<file path="config.mk">
export PLATFORM = sky130hd
export DESIGN_NAME = format_string_printer_top_flat
export DESIGN_NICKNAME = d
export VERILOG_FILES = /design/src/fsp_pkg.sv /design/src/fsp_ifs.sv /design/src/fsp_ctrl.sv /design/src/fsp_datapath.sv /design/src/format_string_printer_top.sv /design/src/flat_wrapper.sv
export SDC_FILE = /design/constraint.sdc
export NUM_CORES = 1
export LEC_CHECK = 0
export ABC_CLOCK_PERIOD_IN_PS = 10300
export CAP_MARGIN = 10
export CORE_UTILIZATION = 50
export DETAILED_ROUTE_END_ITERATION = 10
export DONT_BUFFER_PORTS = 1
export HOLD_SLACK_MARGIN = 0.08
export PLACE_DENSITY = 0.7
export SLEW_MARGIN = 20
export SYNTH_ARGS = -nofsm -noshare
export SYNTH_HDL_FRONTEND = slang
export SYNTH_SLANG_ARGS = --single-unit
</file>
<file path="constraint.sdc">
create_clock -name clk -period 10.3 [get_ports clk]
set_input_delay 0 -clock clk [delete_from_list [all_inputs] [get_ports clk]]
set_output_delay 0 -clock clk [all_outputs]
set_load 0.02 [all_outputs]
</file>
<file path="src/fsp_pkg.sv">
`timescale 1ns / 1ps
// ============================================================================
// fsp_pkg
// shared types, character codes and command/status structs
// ============================================================================
package fsp_pkg;

    localparam int BufDepth = 20;
    localparam int PtrW     = $clog2(BufDepth);
    localparam int ArgW     = 64;
    localparam int WidthW   = 6;
    localparam int IterW    = $clog2(ArgW);
    localparam int CfgIdxW  = 2;

    // register indexes
    localparam logic [CfgIdxW-1:0] RegHexUpper    = 2'd0;
    localparam logic [CfgIdxW-1:0] RegAcceptUpper = 2'd1;

    // character codes
    localparam logic [7:0] ChNul     = 8'h00;
    localparam logic [7:0] ChPercent = "%";
    localparam logic [7:0] ChZero    = "0";
    localparam logic [7:0] ChNine    = "9";
    localparam logic [7:0] ChSpace   = " ";
    localparam logic [7:0] ChMinus   = "-";
    localparam logic [7:0] ChLowL    = "l";
    localparam logic [7:0] ChUpL     = "L";
    localparam logic [7:0] ChUpA     = "A";
    localparam logic [7:0] ChUpZ     = "Z";
    localparam logic [7:0] ChLowC    = "c";
    localparam logic [7:0] ChLowS    = "s";
    localparam logic [7:0] ChLowD    = "d";
    localparam logic [7:0] ChLowI    = "i";
    localparam logic [7:0] ChLowU    = "u";
    localparam logic [7:0] ChLowX    = "x";

    localparam logic [7:0] CaseOffset      = 8'h20;
    localparam logic [7:0] HexLetterOffset = 8'd39;  // 'a' - '9' - 1

    // conversion kinds
    localparam logic [2:0] ConvEcho = 3'd0;
    localparam logic [2:0] ConvChar = 3'd1;
    localparam logic [2:0] ConvNone = 3'd2;
    localparam logic [2:0] ConvSdec = 3'd3;
    localparam logic [2:0] ConvUdec = 3'd4;
    localparam logic [2:0] ConvHex  = 3'd5;

    // output character select
    localparam logic [1:0] SelChar  = 2'd0;
    localparam logic [1:0] SelMinus = 2'd1;
    localparam logic [1:0] SelFill  = 2'd2;
    localparam logic [1:0] SelDigit = 2'd3;

    typedef struct packed {
        logic       is_zero;
        logic       is_pct;
        logic       is_fill;
        logic       is_digit;
        logic       is_lmod;
        logic       is_low_l;
        logic [2:0] conv;
    } cls_t;

    typedef struct packed {
        logic       latch_char;
        logic       char_from_arg;
        logic       clear_spec;
        logic       set_fill;
        logic       upd_width;
        logic       set_ll;
        logic       load_num;
        logic       num_signed;
        logic       num_hex;
        logic       dabble;
        logic       scan_dec;
        logic       load_pad;
        logic       pad_dec;
        logic       ptr_dec;
        logic       out_load;
        logic       out_last;
        logic [1:0] out_sel;
    } cmd_t;

    typedef struct packed {
        cls_t cls;
        logic neg;
        logic conv_done;
        logic scan_done;
        logic pad_zero;
        logic ptr_zero;
        logic slot_free;
    } sts_t;

endpackage

</file>
<file path="src/fsp_ifs.sv">
`timescale 1ns / 1ps
// ============================================================================
// fsp channel interfaces
// format input, character output and configuration write channels
// ============================================================================
interface fsp_fmt_if;
    logic        valid;
    logic        ready;
    logic [7:0]  fmt_byte;
    logic [63:0] argument;

    modport source (output valid, output fmt_byte, output argument, input ready);
    modport sink (input valid, input fmt_byte, input argument, output ready);
endinterface

interface fsp_char_if;
    logic       valid;
    logic       ready;
    logic [7:0] out_char;
    logic       last;

    modport source (output valid, output out_char, output last, input ready);
    modport sink (input valid, input out_char, input last, output ready);
endinterface

interface fsp_cfg_if;
    import fsp_pkg::*;
    logic               valid;
    logic               ready;
    logic [CfgIdxW-1:0] index;
    logic               data;

    modport source (output valid, output index, output data, input ready);
    modport sink (input valid, input index, input data, output ready);
endinterface

</file>
<file path="src/fsp_ctrl.sv">
`timescale 1ns / 1ps
// ============================================================================
// fsp_ctrl
// format parser phase and conversion/emit sequencer
// ============================================================================
module fsp_ctrl
(
    input  logic          clk,
    input  logic          rst_n,
    input  logic          in_valid,
    output logic          in_ready,
    input  fsp_pkg::sts_t sts,
    output fsp_pkg::cmd_t cmd
);
    import fsp_pkg::*;

    localparam logic [2:0] StIdle  = 3'd0;
    localparam logic [2:0] StChar  = 3'd1;
    localparam logic [2:0] StSign  = 3'd2;
    localparam logic [2:0] StConv  = 3'd3;
    localparam logic [2:0] StScan  = 3'd4;
    localparam logic [2:0] StPad   = 3'd5;
    localparam logic [2:0] StDigit = 3'd6;

    localparam logic [2:0] PhLiteral = 3'd0;
    localparam logic [2:0] PhPercent = 3'd1;
    localparam logic [2:0] PhWidth   = 3'd2;
    localparam logic [2:0] PhLong1   = 3'd3;
    localparam logic [2:0] PhLong2   = 3'd4;

    logic [2:0] state_reg, state_next;
    logic [2:0] phase_reg, phase_next;
    logic       do_mod;
    logic       do_conv;

    assign in_ready = (state_reg == StIdle);

    always_comb
    begin
        cmd        = '0;
        state_next = state_reg;
        phase_next = phase_reg;
        do_mod     = 1'b0;
        do_conv    = 1'b0;
        case (state_reg)
            StIdle:
            begin
                if (in_valid)
                begin
                    if (sts.cls.is_zero)
                    begin
                        phase_next = PhLiteral;
                    end
                    else
                    begin
                        case (phase_reg)
                            PhPercent:
                            begin
                                if (sts.cls.is_fill)
                                begin
                                    cmd.set_fill = 1'b1;
                                    phase_next   = PhWidth;
                                end
                                else
                                begin
                                    do_mod = 1'b1;
                                end
                            end
                            PhWidth:
                            begin
                                if (sts.cls.is_digit)
                                    cmd.upd_width = 1'b1;
                                else
                                    do_mod = 1'b1;
                            end
                            PhLong1:
                            begin
                                if (sts.cls.is_low_l)
                                begin
                                    cmd.set_ll = 1'b1;
                                    phase_next = PhLong2;
                                end
                                else
                                begin
                                    do_conv = 1'b1;
                                end
                            end
                            PhLong2:
                            begin
                                do_conv = 1'b1;
                            end
                            default:
                            begin
                                phase_next = PhLiteral;
                                if (sts.cls.is_pct)
                                begin
                                    // spec registers start clean for the new spec
                                    cmd.clear_spec = 1'b1;
                                    phase_next     = PhPercent;
                                end
                                else
                                begin
                                    cmd.latch_char = 1'b1;
                                    state_next     = StChar;
                                end
                            end
                        endcase

                        if (do_mod)
                        begin
                            if (sts.cls.is_lmod)
                                phase_next = PhLong1;
                            else
                                do_conv = 1'b1;
                        end

                        if (do_conv)
                        begin
                            phase_next = PhLiteral;
                            case (sts.cls.conv)
                                ConvChar:
                                begin
                                    cmd.latch_char    = 1'b1;
                                    cmd.char_from_arg = 1'b1;
                                    state_next        = StChar;
                                end
                                ConvNone:
                                begin
                                    state_next = StIdle;
                                end
                                ConvSdec:
                                begin
                                    cmd.load_num   = 1'b1;
                                    cmd.num_signed = 1'b1;
                                    state_next     = sts.neg ? StSign : StConv;
                                end
                                ConvUdec:
                                begin
                                    cmd.load_num = 1'b1;
                                    state_next   = StConv;
                                end
                                ConvHex:
                                begin
                                    cmd.load_num = 1'b1;
                                    cmd.num_hex  = 1'b1;
                                    state_next   = StScan;
                                end
                                default:
                                begin
                                    cmd.latch_char = 1'b1;
                                    state_next     = StChar;
                                end
                            endcase
                        end
                    end
                end
            end
            StChar:
            begin
                if (sts.slot_free)
                begin
                    cmd.out_load = 1'b1;
                    cmd.out_sel  = SelChar;
                    cmd.out_last = 1'b1;
                    state_next   = StIdle;
                end
            end
            StSign:
            begin
                if (sts.slot_free)
                begin
                    cmd.out_load = 1'b1;
                    cmd.out_sel  = SelMinus;
                    state_next   = StConv;
                end
            end
            StConv:
            begin
                cmd.dabble = 1'b1;
                if (sts.conv_done)
                    state_next = StScan;
            end
            StScan:
            begin
                if (sts.scan_done)
                begin
                    cmd.load_pad = 1'b1;
                    state_next   = StPad;
                end
                else
                begin
                    cmd.scan_dec = 1'b1;
                end
            end
            StPad:
            begin
                if (sts.pad_zero)
                begin
                    state_next = StDigit;
                end
                else if (sts.slot_free)
                begin
                    cmd.out_load = 1'b1;
                    cmd.out_sel  = SelFill;
                    cmd.pad_dec  = 1'b1;
                end
            end
            StDigit:
            begin
                if (sts.slot_free)
                begin
                    cmd.out_load = 1'b1;
                    cmd.out_sel  = SelDigit;
                    cmd.out_last = sts.ptr_zero;
                    if (sts.ptr_zero)
                        state_next = StIdle;
                    else
                        cmd.ptr_dec = 1'b1;
                end
            end
            default:
            begin
                state_next = StIdle;
            end
        endcase
    end

    always_ff @(posedge clk or negedge rst_n)
    begin
        if (!rst_n)
        begin
            state_reg <= StIdle;
            phase_reg <= PhLiteral;
        end
        else
        begin
            state_reg <= state_next;
            phase_reg <= phase_next;
        end
    end

endmodule

</file>
<file path="src/fsp_datapath.sv">
`timescale 1ns / 1ps
// ============================================================================
// fsp_datapath
// byte decode, spec registers, binary-to-decimal shifter, digit store, output
// ============================================================================
module fsp_datapath
#(
    parameter int unsigned MAX_WIDTH = 63
)
(
    input  logic                        clk,
    input  logic                        rst_n,
    input  logic [7:0]                  fmt_byte,
    input  logic [63:0]                 argument,
    input  logic                        cfg_we,
    input  logic [fsp_pkg::CfgIdxW-1:0] cfg_index,
    input  logic                        cfg_data,
    input  fsp_pkg::cmd_t               cmd,
    output fsp_pkg::sts_t               sts,
    output logic                        out_valid,
    input  logic                        out_ready,
    output logic [7:0]                  out_char,
    output logic                        out_last
);
    import fsp_pkg::*;

    localparam logic [9:0]        MaxWidth = 10'(MAX_WIDTH);
    localparam logic [PtrW-1:0]   PtrTop   = PtrW'(BufDepth - 1);
    localparam logic [IterW-1:0]  IterLast = IterW'(ArgW - 1);

    logic              hex_upper_reg;
    logic              acc_upper_reg;
    logic [7:0]        fill_reg;
    logic [WidthW-1:0] width_reg;
    logic              ll_reg;
    logic [7:0]        char_reg;
    logic [ArgW-1:0]   mag_reg;
    logic [3:0]        digit_reg [BufDepth];
    logic [IterW-1:0]  iter_reg;
    logic [PtrW-1:0]   ptr_reg;
    logic [WidthW-1:0] pad_reg;
    logic              out_valid_reg;
    logic [7:0]        out_char_reg;
    logic              out_last_reg;

    cls_t              cls;
    logic [7:0]        lower;
    logic              neg;
    logic [ArgW-1:0]   num_src;
    logic [ArgW-1:0]   num_val;
    logic [3:0]        adj [BufDepth];
    logic [3:0]        dab [BufDepth];
    logic [9:0]        width_sum;
    logic [WidthW-1:0] width_next;
    logic [WidthW-1:0] digit_cnt;
    logic [WidthW-1:0] pad_next;
    logic [3:0]        cur_digit;
    logic [7:0]        digit_char;
    logic [7:0]        sel_char;
    logic              slot_free;

    // byte classification
    always_comb
    begin
        if (acc_upper_reg && (fmt_byte inside {[ChUpA:ChUpZ]}))
            lower = fmt_byte + CaseOffset;
        else
            lower = fmt_byte;

        cls.is_zero  = (fmt_byte == ChNul);
        cls.is_pct   = (fmt_byte == ChPercent);
        cls.is_fill  = (fmt_byte inside {ChZero, ChSpace});
        cls.is_digit = (fmt_byte inside {[ChZero:ChNine]});
        cls.is_lmod  = (fmt_byte == ChLowL) || (acc_upper_reg && (fmt_byte == ChUpL));
        cls.is_low_l = (fmt_byte == ChLowL);
        case (lower)
            ChLowC:         cls.conv = ConvChar;
            ChLowS:         cls.conv = ConvNone;
            ChLowD, ChLowI: cls.conv = ConvSdec;
            ChLowU:         cls.conv = ConvUdec;
            ChLowX:         cls.conv = ConvHex;
            default:        cls.conv = ConvEcho;
        endcase
    end

    // argument selection; the long flag was cleared when the spec opened
    assign neg = ll_reg ? argument[ArgW-1] : argument[31];

    always_comb
    begin
        if (ll_reg)
            num_src = argument;
        else if (cmd.num_signed)
            num_src = {{32{argument[31]}}, argument[31:0]};
        else
            num_src = {32'd0, argument[31:0]};

        if (cmd.num_signed && neg)
            num_val = '0 - num_src;
        else
            num_val = num_src;
    end

    // shift-add-3 step over all decimal digits
    always_comb
    begin
        for (int i = 0; i < BufDepth; i++)
        begin
            adj[i] = (digit_reg[i] >= 4'd5) ? (digit_reg[i] + 4'd3) : digit_reg[i];
        end
        dab[0] = {adj[0][2:0], mag_reg[ArgW-1]};
        for (int i = 1; i < BufDepth; i++)
        begin
            dab[i] = {adj[i][2:0], adj[i-1][3]};
        end
    end

    // width accumulate with saturation
    always_comb
    begin
        width_sum = 10'(width_reg) * 10'd10 + 10'(fmt_byte[3:0]);
        if (width_sum > MaxWidth)
            width_next = WidthW'(MaxWidth);
        else
            width_next = width_sum[WidthW-1:0];
    end

    assign digit_cnt = WidthW'(ptr_reg) + WidthW'(1);
    assign pad_next  = (width_reg > digit_cnt) ? (width_reg - digit_cnt) : '0;

    // digit to ascii
    assign cur_digit = digit_reg[ptr_reg];

    always_comb
    begin
        digit_char = {4'd0, cur_digit} + ChZero;
        if (digit_char > ChNine)
        begin
            digit_char = digit_char + HexLetterOffset;
            if (hex_upper_reg)
                digit_char = digit_char - CaseOffset;
        end
    end

    always_comb
    begin
        case (cmd.out_sel)
            SelChar:  sel_char = char_reg;
            SelMinus: sel_char = ChMinus;
            SelFill:  sel_char = fill_reg;
            SelDigit: sel_char = digit_char;
            default:  sel_char = char_reg;
        endcase
    end

    assign slot_free = !out_valid_reg || out_ready;

    always_comb
    begin
        sts.cls       = cls;
        sts.neg       = neg;
        sts.conv_done = (iter_reg == IterLast);
        sts.scan_done = (ptr_reg == '0) || (cur_digit != 4'd0);
        sts.pad_zero  = (pad_reg == '0);
        sts.ptr_zero  = (ptr_reg == '0);
        sts.slot_free = slot_free;
    end

    // control registers
    always_ff @(posedge clk or negedge rst_n)
    begin
        if (!rst_n)
        begin
            hex_upper_reg <= 1'b1;
            acc_upper_reg <= 1'b1;
            fill_reg      <= '0;
            width_reg     <= '0;
            ll_reg        <= 1'b0;
            out_valid_reg <= 1'b0;
        end
        else
        begin
            if (cfg_we && (cfg_index == RegHexUpper))
                hex_upper_reg <= cfg_data;
            if (cfg_we && (cfg_index == RegAcceptUpper))
                acc_upper_reg <= cfg_data;

            if (cmd.clear_spec)
            begin
                fill_reg  <= '0;
                width_reg <= '0;
                ll_reg    <= 1'b0;
            end
            if (cmd.set_fill)
                fill_reg <= fmt_byte;
            if (cmd.upd_width)
                width_reg <= width_next;
            if (cmd.set_ll)
                ll_reg <= 1'b1;

            if (cmd.out_load)
                out_valid_reg <= 1'b1;
            else if (out_ready)
                out_valid_reg <= 1'b0;
        end
    end

    // payload registers
    always_ff @(posedge clk)
    begin
        if (cmd.latch_char)
            char_reg <= cmd.char_from_arg ? argument[7:0] : fmt_byte;

        if (cmd.load_num)
        begin
            mag_reg  <= num_val;
            iter_reg <= '0;
            ptr_reg  <= PtrTop;
            // hex nibbles go straight into the digit store, decimal starts clear
            for (int i = 0; i < ArgW / 4; i++)
            begin
                digit_reg[i] <= cmd.num_hex ? num_val[4*i +: 4] : 4'd0;
            end
            for (int i = ArgW / 4; i < BufDepth; i++)
            begin
                digit_reg[i] <= 4'd0;
            end
        end
        else if (cmd.dabble)
        begin
            mag_reg  <= {mag_reg[ArgW-2:0], 1'b0};
            iter_reg <= iter_reg + IterW'(1);
            for (int i = 0; i < BufDepth; i++)
            begin
                digit_reg[i] <= dab[i];
            end
        end

        if (cmd.scan_dec || cmd.ptr_dec)
            ptr_reg <= ptr_reg - PtrW'(1);

        if (cmd.load_pad)
            pad_reg <= pad_next;
        else if (cmd.pad_dec)
            pad_reg <= pad_reg - WidthW'(1);

        if (cmd.out_load)
        begin
            out_char_reg <= sel_char;
            out_last_reg <= cmd.out_last;
        end
    end

    assign out_valid = out_valid_reg;
    assign out_char  = out_char_reg;
    assign out_last  = out_last_reg;

endmodule

</file>
<file path="src/format_string_printer_top.sv">
`timescale 1ns / 1ps
// ============================================================================
// format_string_printer_top
// printf-style engine: format bytes with arguments in, printed characters out
// ============================================================================
//
//  channel | dir | payload              | transaction
//  --------+-----+----------------------+------------------------------------
//  fmt     | in  | fmt_byte, argument   | one format byte with its argument
//  chars   | out | out_char, last       | one printed character
//  cfg     | in  | index, data          | one register write, always ready
//
//  input: one format byte is taken per transaction while the sequencer is
//    idle; a byte that prints nothing frees the input on the next cycle, a
//    single printed character holds it until the output register takes it
//  decimal conversions run a shift-add-3 converter over all 64 argument bits,
//    then a leading-zero scan of the digit store, then the fill and digit
//    characters, one per cycle while the one-character output register has
//    room; a minus sign goes out ahead of the converter; hex skips the converter
//  reset: asynchronous, active low; no clearing pass, ready right after reset
//  stalls: a full output register blocks only the next character; the input
//    is taken again as soon as the last character sits in the output register
//
module format_string_printer_top
#(
    parameter int unsigned MAX_WIDTH = 63
)
(
    input  logic        clk,
    input  logic        rst_n,
    fsp_fmt_if.sink     fmt,
    fsp_char_if.source  chars,
    fsp_cfg_if.sink     cfg
);
    import fsp_pkg::*;

    cmd_t cmd;
    sts_t sts;

    // registers are plain flops, writes never stall
    assign cfg.ready = 1'b1;

    // parser phase and emit sequencing
    fsp_ctrl u_ctrl
    (
        .clk      (clk),
        .rst_n    (rst_n),
        .in_valid (fmt.valid),
        .in_ready (fmt.ready),
        .sts      (sts),
        .cmd      (cmd)
    );

    // spec registers, number converter, digit store and output register
    fsp_datapath
    #(
        .MAX_WIDTH (MAX_WIDTH)
    )
    u_datapath
    (
        .clk       (clk),
        .rst_n     (rst_n),
        .fmt_byte  (fmt.fmt_byte),
        .argument  (fmt.argument),
        .cfg_we    (cfg.valid),
        .cfg_index (cfg.index),
        .cfg_data  (cfg.data),
        .cmd       (cmd),
        .sts       (sts),
        .out_valid (chars.valid),
        .out_ready (chars.ready),
        .out_char  (chars.out_char),
        .out_last  (chars.last)
    );

endmodule

</file>
<file path="src/flat_wrapper.sv">
// flat-port wrapper written by rule: the top's interface ports become plain ports
module format_string_printer_top_flat import fsp_pkg::*;
#(
    parameter int unsigned MAX_WIDTH = 63
)
  (clk, rst_n, fmt_valid, fmt_fmt_byte, fmt_argument, fmt_ready, chars_valid, chars_out_char, chars_last, chars_ready, cfg_valid, cfg_index, cfg_data, cfg_ready);
  fsp_fmt_if fmt_i ();
  fsp_char_if chars_i ();
  fsp_cfg_if cfg_i ();
  input  logic clk;
  input  logic rst_n;
  input wire logic [$bits(fmt_i.valid)-1:0] fmt_valid;
  input wire logic [$bits(fmt_i.fmt_byte)-1:0] fmt_fmt_byte;
  input wire logic [$bits(fmt_i.argument)-1:0] fmt_argument;
  output wire logic [$bits(fmt_i.ready)-1:0] fmt_ready;
  output wire logic [$bits(chars_i.valid)-1:0] chars_valid;
  output wire logic [$bits(chars_i.out_char)-1:0] chars_out_char;
  output wire logic [$bits(chars_i.last)-1:0] chars_last;
  input wire logic [$bits(chars_i.ready)-1:0] chars_ready;
  input wire logic [$bits(cfg_i.valid)-1:0] cfg_valid;
  input wire logic [$bits(cfg_i.index)-1:0] cfg_index;
  input wire logic [$bits(cfg_i.data)-1:0] cfg_data;
  output wire logic [$bits(cfg_i.ready)-1:0] cfg_ready;
  assign fmt_i.valid = fmt_valid;
  assign fmt_i.fmt_byte = fmt_fmt_byte;
  assign fmt_i.argument = fmt_argument;
  assign fmt_ready = fmt_i.ready;
  assign chars_valid = chars_i.valid;
  assign chars_out_char = chars_i.out_char;
  assign chars_last = chars_i.last;
  assign chars_i.ready = chars_ready;
  assign cfg_i.valid = cfg_valid;
  assign cfg_i.index = cfg_index;
  assign cfg_i.data = cfg_data;
  assign cfg_ready = cfg_i.ready;
  format_string_printer_top #(.MAX_WIDTH(MAX_WIDTH)) u_core (.clk(clk), .rst_n(rst_n), .fmt(fmt_i), .chars(chars_i), .cfg(cfg_i));
endmodule
</file>
## After elaboration in Yosys (flattened, before gate mapping)

Memory sizes are Yosys's and may differ from the RTL's. A register that Yosys moved wholly into a read port is not among the register bits.
Index checks and enable logic that the tools add are counted.

| word-level totals | value |
|---|---|
| register bits | 122 |
| latch bits | 0 |
| RAM bits | 80 |
| ROM bits | 0 |
| bits of input ports | 80 |
| output and inout bits | 12 |
| logic and storage cells | 332 |
| memories | 1 |

| cells by class | value |
|---|---|
| add/sub/neg operators | 31 |
| $mul | 1 |
| divide/modulo/power cells | 0 |
| magnitude comparators | 27 |
| equal/unequal tests | 42 |
| shift operators | 0 |
| multiplexer cells | 161 |
| bitwise logic cells | 20 |
| reductions and logical operators | 34 |

Memories:

| name | words | bits a word | read ports | clocked after Yosys merged registers in | wr ports | RTL line | text |
|---|---|---|---|---|---|---|---|
| u_core.u_datapath.digit_reg | 20 | 4 | 21 | 1 | 20 | fsp_datapath.sv:38 | `logic [3:0] digit_reg [BufDepth];` |

Operators by type and width:

| operator | number |
|---|---|
| $mux W64 | 5 |
| $mux W4 | 56 |
| $ge A4 B3 Y1 const B | 20 |
| $add A4 B2 Y4 const B | 19 |
| $eq A8 B7 Y1 const B | 8 |
| $sub A1 B64 Y64 const A | 1 |
| $mux W3 | 20 |
| $mux W8 | 6 |
| $mux W1 | 47 |
| $mux W6 | 6 |
| $pmux W8 S4 | 1 |
| $mux W9 | 3 |
| $eq A8 B6 Y1 const B | 3 |
| $pmux W3 S7 | 1 |
| $mux W5 | 4 |
| $or A1 B1 Y1 | 20 |
| $eq A3 B2 Y1 const B | 6 |
| $eq A3 B3 Y1 const B | 6 |
| $reduce_bool A2 Y1 | 8 |
| $pmux W3 S5 | 1 |
| $ne A2 B2 Y1 const B | 6 |
| $pmux W3 S4 | 1 |
| $reduce_and A11 Y1 | 1 |
| $add A10 B4 Y10 | 1 |
| other kinds (43) | 66 |

## Longest topological paths before layout

| logic depth | value |
|---|---|
| word-level depth | 21 |
| depth in mapped cells | 12 |
| depth with buffers taken out | 10 |

## Modules after synthesis

A second synthesis with hierarchy kept.

| unflattened totals | value |
|---|---|
| cell total of the unflattened synthesis | 1,576 |
| area, all modules | 14,919.3 um2 |

By module, submodules not included:

| module | times used | cells an instance | area each (um2) | seq. area each (um2) |
|---|---|---|---|---|
| fsp_datapath | 1 | 1,467 | 14,114.8 | 5,838.1 |
| fsp_ctrl | 1 | 107 | 793.3 | 150.1 |
| format_string_printer_top | 1 | 2 | 11.3 | 0.0 |

## Least setup slack after synthesis

No wires, ideal clock.

| timing path | value |
|---|---|
| path kind | flip-flop to flip-flop |
| start | register u_core.u_ctrl.phase_reg[0] |
| end | memory u_core.u_datapath.digit_reg[0][0] (enable) |
| library setup time | 0.509 ns |
| data arrival time | 5.263 ns |
| data required time | 9.791 ns |
| slack | 4.528 ns |
| cell stages (with the launch flop) | 10 |
| path buffers | 3 |
| clock period less this slack | 5.772 ns |
| path through | dfrtp_1 -> clkbuf_1 -> nand2b_1 -> a31oi_1 -> o221ai_1 -> a221oi_1 -> clkbuf_1 -> nand3_1 -> clkbuf_1 -> nand2_1 |

RTL lines:

| item | RTL line | text |
|---|---|---|
| start, declared | fsp_ctrl.sv:32 | `logic [2:0] phase_reg, phase_next;` |
| start signal, assigned | fsp_ctrl.sv:233 | `phase_reg <= PhLiteral;` |
| start signal, assigned | fsp_ctrl.sv:238 | `phase_reg <= phase_next;` |
| end, declared | fsp_datapath.sv:38 |  |

==> results.py <==
metrics = {
    "route": {
        "viasPerCell": 6.36,
        "detail_route.wl_per_cell_microns": 21.3,
        "drc": 0,
        "first_pass_iters": 5,
        "routed-via-count": 12700,
        "drtIter0Drc": 1296,
        "ant_nets": 0,
        "routed_wl_microns": 42500,
    },
    "finish": {
        "area_growth_pct": 15.9,
        "fillers": 2356,
        "regArea_sq_um": 5990,
        "multi_input_area_sq_um": 7820,
        "drive_gt1_share_pct": 6.00,
        "num-nets-final": 1753,
        "largest_register_ffs": 80,
    },
    "logic_synthesis": {
        "ys_seq_elements": 207,
        "syn_area_sq_um": 14400,
        "synth_edf_count": 172,
        "synth_cells": 1518,
        "synth_nets": 1671,
        "synth.distinct_cells": 80,
        "synth_async_sr_flop_share_pct": 11.6,
        "yosysWarningCount": 0,
        "synthFlopType": "edfxtp_1",
        "synth-seq-area-share_pct": 41.7,
        "syn_avg_cell_area_sq_um": 9.46,
    },
    "timing": {
        "post-route-period-util_pct": 48.9,
        "tns_ns": 0,
        "tightest_slew_ns": 0.996,
        "rsz0062_at_grt": "no",
        "fmax_mhz": 199,
        "fin_crit_ns": 5.04,
        "hold_violations": 0,
        "fin_worst_skew_ns": 0.0220,
        "maxSlewHeadroom_pct": 33.1,
        "drv_slew": 0,
        "layout_setup_ws_ns": 5.26,
        "setup_viol": 0,
    },
    "floorplan": {
        "die_w_microns": 171,
        "die_y_microns": 171,
        "dieArea_sq_um": 29400,
        "pin_count": 92,
        "initial_utilization_pct": 51.3,
        "design.core.area_sq_um": 28000,
        "num_rows": 61,
    },
    "setup_path": {
        "crit_buf_inv": 3,
        "max_stage_delay_ns": 0.75,
        "required_ns": 10.45,
        "critPathLaunchType": "flop",
        "critical_path_class": "flop to flop",
        "crit_fanout": 95,
        "critPathArrivalTime_ns": 5.18,
        "cpMostUsedCell": "buf_4",
        "crit_slowest_cell": "nand3_2",
        "endpoint_kind": "flop",
        "critPathTopFamily": "buffers and inverters",
        "crit_chain": "nor4b_1 -> o31a_1 -> nand3_2 -> buf_4 -> nand2_4 -> buf_6 -> buf_4",
    },
    "global_route": {
        "first_global_vias": 12100,
        "grt_pass1_wl_microns": 66500,
        "globalRouteTotalUtil_pct": 29.2,
        "grt_overflow_total": 0,
        "grt_max_degree": 96,
        "antenna_found_initial": 2,
    },
    "clock_network": {
        "cts_tree": "done",
        "cts_sinks": 207,
        "clkLatencyLatePin_ns": 0.53,
        "cts_made_buffers": 24,
        "cts_root_buffer": "clkbuf_16",
        "cts_resized": 0,
        "htree_levels": 1,
        "clock_path_buffers": 3,
        "clkSlewWorstSetupHoldPaths_ns": 0.07,
    },
    "power_and_ir_drop": {
        "p_leak_nw": 6.20,
        "powerDensity_nw_per_um2": 167,
        "irDropWorstVdd_v": 0.000113,
    },
    "placement": {
        "dpl.hpwl_microns": 29000,
        "numPortBuffers": 0,
        "gp_routability_congestion": 0.914,
        "dp_slack_ns": 5.35,
    },
    "flow_run": {
        "maxCapViolCount": 0,
    },
    "run_status": {
        "status": "finished clean",
    },
    "worst_hold_path": {
        "hp-class": "input pin to flop",
    },
}
[cells in the mapped netlist (10+ instances only)]
cell type | number | area, sq um
nor2_1 | 88 | 330
xor2_1 | 32 | 280
nand2_1 | 166 | 623
edfxtp_1 | 172 | 5160
xnor2_1 | 46 | 403
nor2b_1 | 10 | 62.6
o31ai_1 | 14 | 105
nor3b_1 | 41 | 308
or3_1 | 12 | 75.1
and3_1 | 19 | 119
a21o_1 | 29 | 218
a21oi_1 | 113 | 566
nor3_1 | 20 | 100
o21ai_0 | 140 | 701
clkbuf_1 | 69 | 259
nor4_1 | 16 | 100
o22ai_1 | 67 | 419
nand4_1 | 11 | 68.8
ha_1 | 70 | 876
inv_1 | 81 | 304
dfxtp_1 | 11 | 220
mux4_1 | 10 | 263
mux2i_1 | 19 | 190
nand3_1 | 40 | 200
mux4_2 | 11 | 248
nand2b_1 | 33 | 206
dfrtp_1 | 22 | 551
[logic make-up after synthesis]
family	after synthesis	synth area share [%]
simple gates	504	18.0
compound gates	456	19.6
flops	207	41.7
buf+inv	154	4.10
xor+xnor	78	4.76
fa+ha+maj	73	6.52
mux	45	5.35
other cells	1	0.0261
[power breakdown]
part / leakage (nW) / internal [W] / switching (W)
Combinational: 3.83 / 0.000289 / 0.000402
Sequential: 1.98 / 0.00109 / 0.000151
Clock: 0.387 / 0.000496 / 0.000353
Total: 6.20 / 0.00188 / 0.000906
[what timing repair did]
item,4_1_cts,5_1_grt
hold buffers,113,0
hold endpoints to repair,178,0
buffers inserted,0,0
[final timing paths]
path	to	slack [ns]	start	cells past startpoint
max	u_core.u_datapath.digit_reg[18][1]	5.26	u_core.u_ctrl.state_reg[1]	7
min	u_core.u_datapath.digit_reg[12][1]	0.09	fmt_fmt_byte[2]	4
max reg2reg	u_core.u_datapath.digit_reg[18][1]	5.26	u_core.u_ctrl.state_reg[1]	7
min reg2reg	u_core.u_datapath.iter_reg[1]	0.49	u_core.u_datapath.iter_reg[1]	2
max in group asynchronous	u_core.u_datapath.ll_reg	9.55	rst_n	4
min in group asynchronous	u_core.u_ctrl.phase_reg[0]	0.57	rst_n	4
[worst register-to-register path: cells and delay by family (launching register included)]
kind | cells | cell delay (ns)
buffers and inverters | 3 | 1.92
and+or+nand+nor | 3 | 1.59
DFF | 1 | 0.59
AOI/OAI and AO/OA | 1 | 0.54
[layout make-up]
| type | count | share of cell area [%] |
|---|---|---|
| flip-flops and latches | 207 | 36.0 |
| clock buffers | 32 | 4.17 |
| diodes | 3 | 0.0451 |
| clock inverters | 12 | 0.481 |
| well taps | 378 | 2.84 |
| repair buffers | 129 | 7.66 |
| inverters | 81 | 1.83 |
| multi-input cells | 1157 | 47.0 |
[layer usage]
layer | global-route usage [%] | wire length [microns] | up-vias
met5 | 0 | 0 | -
met3 | 4.14 | 3090 | 110
met2 | 48.6 | 20000 | 622
met1 | 38.6 | 17900 | 6117
met4 | 10.4 | 1560 | 0
li1 | - | - | 5858
[layout by cell type, fill, tap and decap left out, drive strengths merged, types with 7 or more instances in the layout]
| master | Yosys | final |
|---|---|---|
| a21boi | 8 | 8 |
| a21o | 29 | 29 |
| a21oi | 113 | 113 |
| a31oi | 8 | 8 |
| and3 | 19 | 19 |
| buf | 4 | 18 |
| clkbuf | 69 | 32 |
| clkinv | 0 | 11 |
| dfrtp | 22 | 22 |
| dfxtp | 11 | 11 |
| dlygate4sd3 | 0 | 111 |
| edfxtp | 172 | 172 |
| ha | 70 | 70 |
| inv | 81 | 81 |
| mux2i | 20 | 20 |
| mux4 | 21 | 21 |
| nand2 | 166 | 166 |
| nand2b | 33 | 33 |
| nand3 | 40 | 40 |
| nand3b | 8 | 8 |
| nand4 | 11 | 11 |
| nor2 | 88 | 88 |
| nor2b | 10 | 10 |
| nor3 | 20 | 20 |
| nor3b | 41 | 41 |
| nor4 | 16 | 16 |
| o21a | 7 | 7 |
| o21ai | 140 | 140 |
| o22ai | 67 | 67 |
| o31a | 8 | 8 |
| o31ai | 14 | 14 |
| o41ai | 8 | 8 |
| or2 | 8 | 8 |
| or3 | 12 | 12 |
| xnor2 | 46 | 46 |
| xor2 | 32 | 32 |
[per-stage QoR]
step	hold slack, ns	std cells	util [%]	cell area [sq um]	total power [W]
after global placement	-0.295	1839	52.5	14700	0.00187
after floorplan	-0.296	1518	-	14400	0.00173
final	0.0921	1999	59.4	16600	0.00278
after CTS	0.0818	1996	59.4	16600	0.00278
after global routing	0.0909	1998	59.4	16600	0.00291
after detailed placement	-0.295	1839	52.5	14700	0.00189
(Power assumes the default switching activity.)
